<file path="config.mk">
export PLATFORM = sky130hd
export DESIGN_NAME = button_debounce_long_press_repeat_flat
export DESIGN_NICKNAME = d
export VERILOG_FILES = /design/src/hw/rtl/bdlp_pkg.sv /design/src/hw/rtl/bdlp_if.sv /design/src/hw/rtl/bdlp_cfg_regs.sv /design/src/hw/rtl/bdlp_elapsed_unit.sv /design/src/hw/rtl/button_debounce_long_press_repeat.sv /design/src/flat_wrapper.sv
export SDC_FILE = /design/constraint.sdc
export NUM_CORES = 1
export LEC_CHECK = 0
export ABC_AREA = 1
export BUFFER_PORTS_ARGS = -buffer_cell sky130_fd_sc_hd__clkbuf_2
export CORE_MARGIN = 10
export CORE_UTILIZATION = 35
export CTS_CLUSTER_SIZE = 16
export DETAILED_ROUTE_END_ITERATION = 6
export GPL_TIMING_DRIVEN = 0
export PLACE_DENSITY_LB_ADDON = 0.3
export SLEW_MARGIN = 5
export SYNTH_ARGS = -nofsm -noshare
export SYNTH_HDL_FRONTEND = slang
export SYNTH_SLANG_ARGS = --single-unit
</file>
<file path="constraint.sdc">
create_clock -name clk -period 25.2 [get_ports clk]
set_input_delay 1.26 -clock clk [delete_from_list [all_inputs] [get_ports clk]]
set_output_delay 1.26 -clock clk [all_outputs]
set_load 0.01 [all_outputs]
</file>
<file path="src/hw/rtl/bdlp_pkg.sv">
// Package for the button debounce block: configuration struct, register indexes,
// event codes, emit modes and their event tables. No dependencies.
`default_nettype none
package bdlp_pkg;

  localparam int          NUM_PINS   = 6;
  localparam int          ADDR_BITS  = 4;

  localparam logic [1:0]  REG_LONG   = 2'd0;
  localparam logic [1:0]  REG_REPEAT = 2'd1;
  localparam logic [1:0]  REG_DEB    = 2'd2;
  localparam logic [1:0]  REG_MASK   = 2'd3;

  localparam logic [31:0] RST_LONG   = 32'd500;
  localparam logic [31:0] RST_REPEAT = 32'd200;
  localparam logic [3:0]  RST_DEB    = 4'd2;
  localparam logic [5:0]  RST_MASK   = 6'd63;

  typedef struct packed {
    logic [31:0] long_limit;
    logic [31:0] repeat_int;
    logic [3:0]  deb_cnt;
    logic [5:0]  al_mask;
  } cfg_t;

  typedef enum logic [2:0] {
    EV_PRESS   = 3'd0,
    EV_RELEASE = 3'd1,
    EV_SHORT   = 3'd2,
    EV_LONG    = 3'd3,
    EV_REPEAT  = 3'd4
  } ev_type_t;

  typedef enum logic [1:0] {
    MODE_LONG,
    MODE_SHORT,
    MODE_REL,
    MODE_REP
  } emit_mode_t;

  function automatic logic [1:0] mode_len(input emit_mode_t mode);
    logic [1:0] len;
    unique case (mode)
      MODE_LONG:  len = 2'd2;
      MODE_SHORT: len = 2'd3;
      MODE_REL:   len = 2'd1;
      MODE_REP:   len = 2'd1;
      default:    len = 2'd1;
    endcase
    return len;
  endfunction

  function automatic ev_type_t mode_ev(input emit_mode_t mode, input logic [1:0] step);
    ev_type_t ev;
    unique case (mode)
      MODE_LONG:  ev = (step == 2'd0) ? EV_PRESS : EV_LONG;
      MODE_SHORT: ev = (step == 2'd0) ? EV_PRESS : ((step == 2'd1) ? EV_SHORT : EV_RELEASE);
      MODE_REL:   ev = EV_RELEASE;
      MODE_REP:   ev = EV_REPEAT;
      default:    ev = EV_RELEASE;
    endcase
    return ev;
  endfunction

endpackage
`default_nettype wire

</file>
<file path="src/hw/rtl/bdlp_if.sv">
// Valid/ready channel interfaces for poll items and button events.
// Depends on nothing.
`default_nettype none
interface bdlp_in_if;
  logic        valid;
  logic        ready;
  logic [5:0]  raw_levels;
  logic [31:0] now_tick;

  modport source (output valid, raw_levels, now_tick, input ready);
  modport sink   (input valid, raw_levels, now_tick, output ready);
endinterface

interface bdlp_out_if;
  logic        valid;
  logic        ready;
  logic [2:0]  button_index;
  logic [2:0]  event_type;
  logic [31:0] sequence_number;
  logic        last_of_poll;

  modport source (output valid, button_index, event_type, sequence_number, last_of_poll,
                  input ready);
  modport sink   (input valid, button_index, event_type, sequence_number, last_of_poll,
                  output ready);
endinterface
`default_nettype wire

</file>
<file path="src/hw/rtl/bdlp_cfg_regs.sv">
// APB-style configuration registers for the button debounce block.
// Depends on bdlp_pkg.
`default_nettype none
module bdlp_cfg_regs
  import bdlp_pkg::*;
(
  input  wire logic                 clk,
  input  wire logic                 rst_n,
  input  wire logic                 psel,
  input  wire logic                 penable,
  input  wire logic                 pwrite,
  input  wire logic [ADDR_BITS-1:0] paddr,
  input  wire logic [31:0]          pwdata,
  output logic      [31:0]          prdata,
  output logic                      pready,
  output cfg_t                      cfg
);

  cfg_t       cfg_r;
  logic [1:0] reg_idx;
  logic       wr_en;

  assign reg_idx = paddr[3:2];
  assign wr_en   = psel && penable && pwrite;
  assign pready  = 1'b1;
  assign cfg     = cfg_r;

  always_ff @(posedge clk) begin
    if (!rst_n) begin
      cfg_r.long_limit <= RST_LONG;
      cfg_r.repeat_int <= RST_REPEAT;
      cfg_r.deb_cnt    <= RST_DEB;
      cfg_r.al_mask    <= RST_MASK;
    end else if (wr_en) begin
      unique case (reg_idx)
        REG_LONG:   cfg_r.long_limit <= pwdata;
        REG_REPEAT: cfg_r.repeat_int <= pwdata;
        REG_DEB:    cfg_r.deb_cnt    <= pwdata[3:0];
        REG_MASK:   cfg_r.al_mask    <= pwdata[5:0];
        default:    cfg_r            <= cfg_r;
      endcase
    end
  end

  always_comb begin
    unique case (reg_idx)
      REG_LONG:   prdata = cfg_r.long_limit;
      REG_REPEAT: prdata = cfg_r.repeat_int;
      REG_DEB:    prdata = {28'd0, cfg_r.deb_cnt};
      REG_MASK:   prdata = {26'd0, cfg_r.al_mask};
      default:    prdata = 32'd0;
    endcase
  end

endmodule
`default_nettype wire

</file>
<file path="src/hw/rtl/bdlp_elapsed_unit.sv">
// Shared elapsed-time unit: wrapping subtract of a time stamp from the poll
// tick and unsigned compare against a 32-bit limit. No dependencies.
`default_nettype none
module bdlp_elapsed_unit #(
  parameter int TIME_BITS = 32
) (
  input  wire logic [TIME_BITS-1:0] now,
  input  wire logic [TIME_BITS-1:0] stamp,
  input  wire logic [31:0]          limit,
  output logic                      reached
);

  logic [TIME_BITS-1:0] elapsed;

  assign elapsed = now - stamp;
  assign reached = 32'(elapsed) >= limit;

endmodule
`default_nettype wire

</file>
<file path="src/hw/rtl/button_debounce_long_press_repeat.sv">
// Button debounce with long press and auto-repeat, top level with the sequencer.
// Depends on bdlp_pkg, bdlp_if, bdlp_cfg_regs and bdlp_elapsed_unit.
//
// One poll transaction is taken while the block is idle; the sequencer then visits the
// buttons in index order. Each button gets a debounce step, plus a hold-time compare
// when held and a repeat compare once long has been sent, all on a single shared
// subtract-and-compare unit, plus an emit step for each event. Events leave through a
// one-deep pending stage and an output register, so the last event of a poll is
// flagged once the scan is done; output backpressure stalls the emit and flush steps.
`default_nettype none
module button_debounce_long_press_repeat
  import bdlp_pkg::*;
#(
  parameter int BUTTON_COUNT = 6,
  parameter int TIME_BITS    = 32
) (
  input  wire logic                 clk,
  input  wire logic                 rst_n,
  bdlp_in_if.sink                   in_ch,
  bdlp_out_if.source                out_ch,
  input  wire logic                 psel,
  input  wire logic                 penable,
  input  wire logic                 pwrite,
  input  wire logic [ADDR_BITS-1:0] paddr,
  input  wire logic [31:0]          pwdata,
  output logic      [31:0]          prdata,
  output logic                      pready
);

  localparam int BIDX_W = (BUTTON_COUNT > 1) ? $clog2(BUTTON_COUNT) : 1;
  localparam logic [BIDX_W-1:0] LAST_IDX = BIDX_W'(BUTTON_COUNT - 1);

  typedef enum logic [2:0] {
    S_IDLE,
    S_DEB,
    S_HELD,
    S_SINCE,
    S_EMIT,
    S_FLUSH
  } state_t;

  typedef struct packed {
    logic [2:0]  btn;
    ev_type_t    ev;
    logic [31:0] seq;
  } event_t;

  cfg_t cfg;

  state_t               state_r;
  logic [BIDX_W-1:0]    idx_r;
  logic [5:0]           levels_r;
  logic [TIME_BITS-1:0] now_r;
  logic [31:0]          seq_r;
  emit_mode_t           mode_r;
  logic [1:0]           step_r;

  logic                 raw_seen_r    [BUTTON_COUNT];
  logic                 stable_r      [BUTTON_COUNT];
  logic [3:0]           polls_r       [BUTTON_COUNT];
  logic                 long_sent_r   [BUTTON_COUNT];
  logic [TIME_BITS-1:0] press_start_r [BUTTON_COUNT];
  logic [TIME_BITS-1:0] last_rep_r    [BUTTON_COUNT];

  logic                 pend_valid_r;
  event_t               pend_r;
  logic                 out_valid_r;
  event_t               out_r;
  logic                 out_last_r;

  logic [5:0]           lvl_sh;
  logic [5:0]           msk_sh;
  logic                 raw_cur;
  logic                 seen_nxt;
  logic [3:0]           polls_nxt;
  logic                 sel_since;
  logic [TIME_BITS-1:0] stamp;
  logic [31:0]          limit;
  logic                 reached;
  logic                 out_free;
  logic                 can_push;
  logic                 out_load;
  event_t               new_ev;
  state_t               adv_state;
  logic [BIDX_W-1:0]    adv_idx;

  bdlp_cfg_regs u_cfg (
    .clk     (clk),
    .rst_n   (rst_n),
    .psel    (psel),
    .penable (penable),
    .pwrite  (pwrite),
    .paddr   (paddr),
    .pwdata  (pwdata),
    .prdata  (prdata),
    .pready  (pready),
    .cfg     (cfg)
  );

  assign sel_since = (state_r == S_SINCE);
  assign stamp     = sel_since ? last_rep_r[idx_r] : press_start_r[idx_r];
  assign limit     = sel_since ? cfg.repeat_int : cfg.long_limit;

  bdlp_elapsed_unit #(.TIME_BITS(TIME_BITS)) u_elapsed (
    .now     (now_r),
    .stamp   (stamp),
    .limit   (limit),
    .reached (reached)
  );

  always_comb begin
    lvl_sh  = levels_r >> idx_r;
    msk_sh  = cfg.al_mask >> idx_r;
    raw_cur = lvl_sh[0] ^ msk_sh[0];
    if (raw_cur == raw_seen_r[idx_r]) begin
      seen_nxt  = raw_seen_r[idx_r];
      polls_nxt = (polls_r[idx_r] < cfg.deb_cnt) ? polls_r[idx_r] + 4'd1 : polls_r[idx_r];
    end else begin
      seen_nxt  = raw_cur;
      polls_nxt = 4'd1;
    end
    adv_state = (idx_r == LAST_IDX) ? S_FLUSH : S_DEB;
    adv_idx   = (idx_r == LAST_IDX) ? idx_r : idx_r + BIDX_W'(1);
  end

  assign out_free   = !out_valid_r || out_ch.ready;
  assign can_push   = !pend_valid_r || out_free;
  assign out_load   = ((state_r == S_EMIT) && can_push && pend_valid_r) ||
                      ((state_r == S_FLUSH) && pend_valid_r && out_free);
  assign new_ev.btn = 3'(idx_r);
  assign new_ev.ev  = mode_ev(mode_r, step_r);
  assign new_ev.seq = seq_r;

  assign in_ch.ready            = (state_r == S_IDLE);
  assign out_ch.valid           = out_valid_r;
  assign out_ch.button_index    = out_r.btn;
  assign out_ch.event_type      = out_r.ev;
  assign out_ch.sequence_number = out_r.seq;
  assign out_ch.last_of_poll    = out_last_r;

  always_ff @(posedge clk) begin
    if (!rst_n) begin
      state_r      <= S_IDLE;
      idx_r        <= '0;
      seq_r        <= 32'd0;
      mode_r       <= MODE_REL;
      step_r       <= 2'd0;
      pend_valid_r <= 1'b0;
      out_valid_r  <= 1'b0;
      for (int i = 0; i < BUTTON_COUNT; i++) begin
        raw_seen_r[i]    <= 1'b0;
        stable_r[i]      <= 1'b0;
        polls_r[i]       <= RST_DEB;
        long_sent_r[i]   <= 1'b0;
        press_start_r[i] <= '0;
        last_rep_r[i]    <= '0;
      end
    end else begin
      if (out_load) begin
        out_valid_r <= 1'b1;
      end else if (out_valid_r && out_ch.ready) begin
        out_valid_r <= 1'b0;
      end
      unique case (state_r)
        S_IDLE: begin
          if (in_ch.valid) begin
            levels_r <= in_ch.raw_levels;
            now_r    <= in_ch.now_tick[TIME_BITS-1:0];
            idx_r    <= '0;
            state_r  <= S_DEB;
          end
        end
        S_DEB: begin
          raw_seen_r[idx_r] <= seen_nxt;
          polls_r[idx_r]    <= polls_nxt;
          if (polls_nxt < cfg.deb_cnt) begin
            state_r <= adv_state;
            idx_r   <= adv_idx;
          end else if (stable_r[idx_r] == seen_nxt) begin
            if (seen_nxt) begin
              state_r <= S_HELD;
            end else begin
              state_r <= adv_state;
              idx_r   <= adv_idx;
            end
          end else begin
            stable_r[idx_r] <= seen_nxt;
            step_r          <= 2'd0;
            if (seen_nxt) begin
              press_start_r[idx_r] <= now_r;
              long_sent_r[idx_r]   <= 1'b0;
              state_r              <= adv_state;
              idx_r                <= adv_idx;
            end else if (long_sent_r[idx_r]) begin
              mode_r  <= MODE_REL;
              state_r <= S_EMIT;
            end else begin
              seq_r   <= seq_r + 32'd1;
              mode_r  <= MODE_SHORT;
              state_r <= S_EMIT;
            end
          end
        end
        S_HELD: begin
          step_r <= 2'd0;
          if (!long_sent_r[idx_r] && reached) begin
            long_sent_r[idx_r] <= 1'b1;
            last_rep_r[idx_r]  <= now_r;
            seq_r              <= seq_r + 32'd1;
            mode_r             <= MODE_LONG;
            state_r            <= S_EMIT;
          end else if (long_sent_r[idx_r]) begin
            state_r <= S_SINCE;
          end else begin
            state_r <= adv_state;
            idx_r   <= adv_idx;
          end
        end
        S_SINCE: begin
          step_r <= 2'd0;
          if (reached) begin
            last_rep_r[idx_r] <= now_r;
            mode_r            <= MODE_REP;
            state_r           <= S_EMIT;
          end else begin
            state_r <= adv_state;
            idx_r   <= adv_idx;
          end
        end
        S_EMIT: begin
          if (can_push) begin
            if (pend_valid_r) begin
              out_r      <= pend_r;
              out_last_r <= 1'b0;
            end
            pend_r       <= new_ev;
            pend_valid_r <= 1'b1;
            if (step_r == mode_len(mode_r) - 2'd1) begin
              state_r <= adv_state;
              idx_r   <= adv_idx;
            end else begin
              step_r <= step_r + 2'd1;
            end
          end
        end
        S_FLUSH: begin
          if (!pend_valid_r) begin
            state_r <= S_IDLE;
          end else if (out_free) begin
            out_r        <= pend_r;
            out_last_r   <= 1'b1;
            pend_valid_r <= 1'b0;
            state_r      <= S_IDLE;
          end
        end
        default: state_r <= S_IDLE;
      endcase
    end
  end

  a_idle_no_pending: assert property (@(posedge clk) disable iff (!rst_n)
    in_ch.ready |-> !pend_valid_r)
    else $error("pending event left over while idle");

  a_seq_step: assert property (@(posedge clk) disable iff (!rst_n)
    1'b1 |=> (seq_r == $past(seq_r)) || (seq_r == $past(seq_r) + 32'd1))
    else $error("sequence counter moved by more than one");

  a_emit_step: assert property (@(posedge clk) disable iff (!rst_n)
    (state_r == S_EMIT) |-> (step_r < mode_len(mode_r)))
    else $error("emit step beyond event group");

  a_out_hold: assert property (@(posedge clk) disable iff (!rst_n)
    (out_valid_r && !out_ch.ready) |=>
      (out_valid_r && $stable(out_r) && $stable(out_last_r)))
    else $error("output event changed while waiting");

endmodule
`default_nettype wire
</file>
<file path="src/flat_wrapper.sv">
// flat-port wrapper written by rule: the top's interface ports become plain ports
module button_debounce_long_press_repeat_flat import bdlp_pkg::*;
#(
  parameter int BUTTON_COUNT = 6,
  parameter int TIME_BITS    = 32
)
  (clk, rst_n, psel, penable, pwrite, paddr, pwdata, prdata, pready, in_ch_valid, in_ch_raw_levels, in_ch_now_tick, in_ch_ready, out_ch_valid, out_ch_button_index, out_ch_event_type, out_ch_sequence_number, out_ch_last_of_poll, out_ch_ready);
  bdlp_in_if in_ch_i ();
  bdlp_out_if out_ch_i ();
  input  wire logic clk;
  input  wire logic rst_n;
  input  wire logic psel;
  input  wire logic penable;
  input  wire logic pwrite;
  input  wire logic [ADDR_BITS-1:0] paddr;
  input  wire logic [31:0] pwdata;
  output logic      [31:0] prdata;
  output logic pready;
  input wire logic [$bits(in_ch_i.valid)-1:0] in_ch_valid;
  input wire logic [$bits(in_ch_i.raw_levels)-1:0] in_ch_raw_levels;
  input wire logic [$bits(in_ch_i.now_tick)-1:0] in_ch_now_tick;
  output wire logic [$bits(in_ch_i.ready)-1:0] in_ch_ready;
  output wire logic [$bits(out_ch_i.valid)-1:0] out_ch_valid;
  output wire logic [$bits(out_ch_i.button_index)-1:0] out_ch_button_index;
  output wire logic [$bits(out_ch_i.event_type)-1:0] out_ch_event_type;
  output wire logic [$bits(out_ch_i.sequence_number)-1:0] out_ch_sequence_number;
  output wire logic [$bits(out_ch_i.last_of_poll)-1:0] out_ch_last_of_poll;
  input wire logic [$bits(out_ch_i.ready)-1:0] out_ch_ready;
  assign in_ch_i.valid = in_ch_valid;
  assign in_ch_i.raw_levels = in_ch_raw_levels;
  assign in_ch_i.now_tick = in_ch_now_tick;
  assign in_ch_ready = in_ch_i.ready;
  assign out_ch_valid = out_ch_i.valid;
  assign out_ch_button_index = out_ch_i.button_index;
  assign out_ch_event_type = out_ch_i.event_type;
  assign out_ch_sequence_number = out_ch_i.sequence_number;
  assign out_ch_last_of_poll = out_ch_i.last_of_poll;
  assign out_ch_i.ready = out_ch_ready;
  button_debounce_long_press_repeat #(.BUTTON_COUNT(BUTTON_COUNT), .TIME_BITS(TIME_BITS)) u_core (.clk(clk), .rst_n(rst_n), .in_ch(in_ch_i), .out_ch(out_ch_i), .psel(psel), .penable(penable), .pwrite(pwrite), .paddr(paddr), .pwdata(pwdata), .prdata(prdata), .pready(pready));
endmodule
</file>
# Word-level counts from Yosys, hierarchy flattened
# Memory sizes are Yosys's and may differ from the RTL's. A register that Yosys moved wholly into a read port is not among the register bits.
# Index checks and enable logic that the tools add are counted.
[op_classes]
n_addsub = 6
n_lt_le_gt_ge = 3
eq_ne = 35
shift = 2
mux = 129
bitwise = 3
n_reduce_logical = 45
[ops]
columns = ["op", "count"]
rows = [
  ["$mux 32", 10],
  ["$mux 38", 4],
  ["$mux 3", 43],
  ["$pmux 32 s4", 1],
  ["$pmux 38 s2", 1],
  ["$pmux 32 s2", 1],
  ["$reduce_or 32->1", 2],
  ["$mux 1", 43],
  ["$add 32x1->32 const B", 1],
  ["$ge 32x32->1", 1],
  ["$sub 32x32->32", 1],
  ["$mux 2", 15],
  ["$ne 2x2->1 const B", 11],
  ["$pmux 2 s3", 3],
  ["$pmux 3 s6", 1],
  ["$reduce_and 6->1", 3],
  ["$pmux 3 s5", 1],
  ["$mux 4", 3],
  ["$pmux 3 s4", 1],
  ["$shr 6x3->1", 2],
  ["$ne 2x1->1 const B", 5],
  ["$reduce_and 2->1", 5],
  ["$eq 3x3->1 const B", 3],
  ["$reduce_and 9->1", 1],
  ["31 further kinds", 61],
]
[word_totals]
regBits = 233
ram_bits = 426
input_bits = 81
out_inout_bits = 74
n_memories = 6
[mem_list]
columns = ["memory", "words", "word_bits", "read_ports", "rd_ports_with_merged_regs", "write_ports", "line", "rtl"]
rows = [
  ["u_core.last_rep_r", 6, 32, 1, 1, 6, "button_debounce_long_press_repeat.sv:63", "logic [TIME_BITS-1:0] last_rep_r [BUTTON_COUNT];"],
  ["u_core.press_start_r", 6, 32, 1, 1, 6, "button_debounce_long_press_repeat.sv:62", "logic [TIME_BITS-1:0] press_start_r [BUTTON_COUNT];"],
  ["u_core.polls_r", 6, 4, 1, 1, 6, "button_debounce_long_press_repeat.sv:60", "logic [3:0] polls_r [BUTTON_COUNT];"],
  ["u_core.long_sent_r", 6, 1, 1, 1, 6, "button_debounce_long_press_repeat.sv:61", "logic long_sent_r [BUTTON_COUNT];"],
  ["u_core.raw_seen_r", 6, 1, 1, 1, 6, "button_debounce_long_press_repeat.sv:58", "logic raw_seen_r [BUTTON_COUNT];"],
  ["u_core.stable_r", 6, 1, 1, 1, 6, "button_debounce_long_press_repeat.sv:59", "logic stable_r [BUTTON_COUNT];"],
]

# Depth between registers and ports, before layout
[logic_depth]
ltp_word = 13
mapped_depth = 47

# Modules after synthesis
# From an unflattened synthesis, not the netlist that was laid out.
[unflattened]
hier_cells = 4111
hier_area_um2 = 38275.5
[by_module_without_submodules]
columns = ["mod", "instances", "cells_each", "area_per_inst_um2"]
rows = [
  ["button_debounce_long_press_repeat", 1, 2965, 31557.8],
  ["bdlp_cfg_regs", 1, 493, 3369.5],
  ["bdlp_elapsed_unit", 1, 653, 3348.2],
]

# Worst setup path after synthesis
# OpenSTA, ideal clock, no wires.
[synth_path]
path_kind = "flip-flop to flip-flop"
from = "reg with a tool-made name"
to = "mem u_core.last_rep_r[5][0] (enable)"
setup_ns = 0.466
arrival_time_ns = 7.694
setup_slack_ns = 17.040
stages_incl_launch_ff = 34
path_cell_list = "dfxtp_1 -> buf_6 -> buf_2 -> clkbuf_1 -> clkbuf_1 -> clkbuf_1 -> clkbuf_1 -> o21ai_0 -> o221ai_1 -> nand3_1 -> nand2_1 -> ha_1 -> inv_1 -> fa_1 -> a31oi_1 -> inv_1 -> a21oi_1 -> inv_1 -> a21oi_1 -> o21a_1 -> inv_1 -> a21oi_1 -> o21ai_0 -> a21oi_1 -> xnor2_1 -> ha_1 -> nand2_1 -> nor4_1 -> nand4_1 -> nand3_1 -> nand2_1 -> inv_1 -> nand2_1 -> o21ai_0"
[synth_rtl]
columns = ["item", "line"]
rows = [
  ["end, declared", "button_debounce_long_press_repeat.sv:63"],
]

==> impl_metrics.toml <==
[worst_setup_path]
critPathCaptureType = "flip-flop"
slowest_delay_ns = 1.00
critPathLaunchType = "flip-flop"
crit_arrival_ns = 12.29
reg2reg_to = "u_core.last_rep_r[2][31]$_SDFFCE_PN0P_"
r2r_cells = 37
slowest_stage = "nor4_1"
cp_common_cell = "clkbuf_1"
cp.required_ns = 25.54
crit_end = "u_core.last_rep_r[2][31]$_SDFFCE_PN0P_"
ff2ff_setup_slack_ns = 13.26
critPathKind = "flip-flop to flip-flop"
cp_max_fo = 19

[synth]
synth_ff_type = "edfxtp_1"
syn_inst = 3698
ys_ff_latch = 804
synth_most_common_cell = "nor2_1"
synth_area_um2 = 36800
synth_area_leaders = "edfxtp_1, nor2_1, dfxtp_1"
syn-num-nets = 3861
avgSynthCellArea_um2 = 9.95
yosysTopAreaCell = "edfxtp_1"
synth_edf_count = 668
yosys_warnings = 0
ys_async_sr_fraction = 0
synth_commonest_cells = "nor2_1, edfxtp_1, o21ai_0, nand2_1, inv_1"
netlist.area_leader.share = 0.545
seq_area_frac_synth = 0.619
ys_types = 47

[layout]
final_nets = 4127
regArea_um2 = 22800
syn2layout_area_growth_pct = 16.2
antennaDiodeCount = 0
drive_gt1_frac = 0.0983
fillCellCount = 10200
multi_input_area_um2 = 12100

[die]
core_um2 = 104000
pin_count = 155
die_width_um = 344
rows = 118
start_util = 0.354
die_h_um = 344
die_area_um2 = 118000

[cts]
cts_resized = 0
ctsHtreeMaxLevel = 3
cts_tree = "done"
post-cts-setup-buffers = 0
numCtsBuffers = 85
cts.sinks = 804
root_buffer = "clkbuf_16"
hold_buffers = 0
insertion_delay_ns = 0.69
cts_buffer_depth = 3
clk_pin_slew_worst_paths_ns = 0.06

[drt]
dr.pass1.iters = 6
drc = 0
viasPerCell = 5.60
routed-via-count = 30300
wl_um = 135000
wl_per_cell_um = 24.9
drt-initial-drc-count = 4149
ant_nets = 0

[power_and_ir_drop]
power.density_nw_per_um2 = 75.7
total_leakage_power_nw = 15.4
irDropWorstVdd_v = 0.0000590
finalPower_mw = 3.24

[timing]
tns_ns = 0
setup_violations = 0
clock_skew_ns = 0.0583
finalMaxSlewViolations = 0
worst_pin_slew_ns = 1.30
fin_crit_ns = 11.94
fmax_ghz = 0.0837
finalCritPeriodShare = 0.474
rsz0062_at_grt = "no"
hold_viol_final = 0
slew_headroom = 0.133

[placement]
port-buffer-count = 150
routabilityCongestion = 0.926
dp_hpwl_um = 94700

[grt]
grt_max_degree = 25
grt_overflow = 0
grt_pass1_wl_um = 192000
antenna_found_initial = 1
grt_pass1_vias = 28100
grt_use_total = 0.220

[outcome]
status = "finished clean"

[min_path]
hp-class = "flip-flop to flip-flop"

[run]
cap_violations = 0
## registers in the layout (all words and copies together), names as in the netlist, 6 cells and up, named ones only
register and count:
u_core.press_start_r 256, u_core.raw_seen_r 8, u_core.now_r 32, u_core.pend_r 38, u_core.levels_r 6, u_core.u_cfg.cfg 74, u_core.stable_r 8, u_core.last_rep_r 256
u_core.out_ch.sequence_number 32, u_core.seq_r 32, u_core.polls_r 32, u_core.long_sent_r 8
## metrics by stage
step / setup WS (ns) / hold WS [ns] / area, um^2 / utilization / std cells
after floorplan: 17.04 / 0.400 / 36800 / - / 3698
after global placement: 10.32 / 0.402 / 39300 / 0.378 / 5228
after detailed placement: 13.73 / 0.405 / 39900 / 0.384 / 5257
after CTS: 13.66 / 0.419 / 42700 / 0.411 / 5417
after global routing: 12.92 / 0.428 / 42700 / 0.411 / 5417
final: 13.26 / 0.418 / 42700 / 0.411 / 5417
## cells in the final DEF (no fill, tap or decap), types with 6 or more instances in the layout
master,Yosys,routed
a21oi_1,131,130
a31oi_1,6,6
buf_1,12,12
buf_12,0,16
buf_2,18,18
buf_4,1,10
bufinv_16,0,7
clkbuf_1,171,186
clkbuf_16,0,86
clkbuf_2,1,151
clkinv_1,2,14
clkinv_2,0,17
dfxtp_1,136,136
edfxtp_1,668,668
ha_1,81,81
inv_1,299,299
inv_2,6,6
inv_6,0,6
nand2_1,423,417
nand2_2,5,11
nand3_1,92,92
nand4_1,17,17
nor2_1,823,819
nor2_2,12,12
nor2_4,11,15
nor3_1,30,29
nor4_1,12,11
o211ai_1,50,50
o21ai_0,449,443
o221ai_1,94,94
o22ai_1,47,47
xnor2_1,18,18
xor2_1,47,47
## final cells by class
class / instances / share of cell area
clock inverters: 54 / 0.0135
multi-input cells: 2379 / 0.284
flip-flops and latches: 804 / 0.533
plain buffers: 208 / 0.0198
inverters: 307 / 0.0270
well taps: 1380 / 0.0404
clock buffers: 106 / 0.0533
repair buffers: 179 / 0.0286
## cells by family after synthesis
group | synth area share
buf+inv | 0.0543
mux | 0.000816
flops | 0.619
fa+ha+maj | 0.0281
compound gates | 0.125
simple gates | 0.157
xor+xnor | 0.0155
other cells | 0.000102
## critical path, delay by kind of cell, from the launching register on
family,cells,cell delay [ns]
fa+ha+maj,3,0.87
flops,1,0.32
compound gates,9,2.36
xor+xnor,1,0.11
buf+inv,13,4.30
simple gates,11,3.61
## worst min-delay path by stage
stage                                 from                                     endpoint  slack, ns  cells past startpoint
2_1_floorplan  u_core.pend_r[35]$_DFFE_PP_      u_core.out_ch.button_index[0]$_DFFE_PP_       0.40                      0
3_3_place_gp   u_core.pend_r[14]$_DFFE_PP_  u_core.out_ch.sequence_number[14]$_DFFE_PP_       0.40                      0
3_5_place_dp   u_core.pend_r[37]$_DFFE_PP_      u_core.out_ch.button_index[2]$_DFFE_PP_       0.40                      0
4_1_cts        u_core.pend_r[21]$_DFFE_PP_  u_core.out_ch.sequence_number[21]$_DFFE_PP_       0.42                      0
5_1_grt        u_core.pend_r[11]$_DFFE_PP_  u_core.out_ch.sequence_number[11]$_DFFE_PP_       0.43                      0
6_report       u_core.pend_r[21]$_DFFE_PP_  u_core.out_ch.sequence_number[21]$_DFFE_PP_       0.42                      0
## report_power, final
| part | switching [mW] | leakage [nW] | total (mW) | internal (mW) |
|---|---|---|---|---|
| sequential | 0.0167 | 7.55 | 1.49 | 1.47 |
| combinational | 0.330 | 6.51 | 0.459 | 0.129 |
| clock | 0.566 | 1.39 | 1.29 | 0.725 |
## per-layer routing
layer  global-route usage  vias up  routed length [um]
li1                     -    13300                   -
met1                0.293    14700               53100
met2                0.336     1894               59300
met3               0.0510      363               15200
met4                0.107        2                7260
met5                    0        -                  13
(Power assumes the default switching activity.)
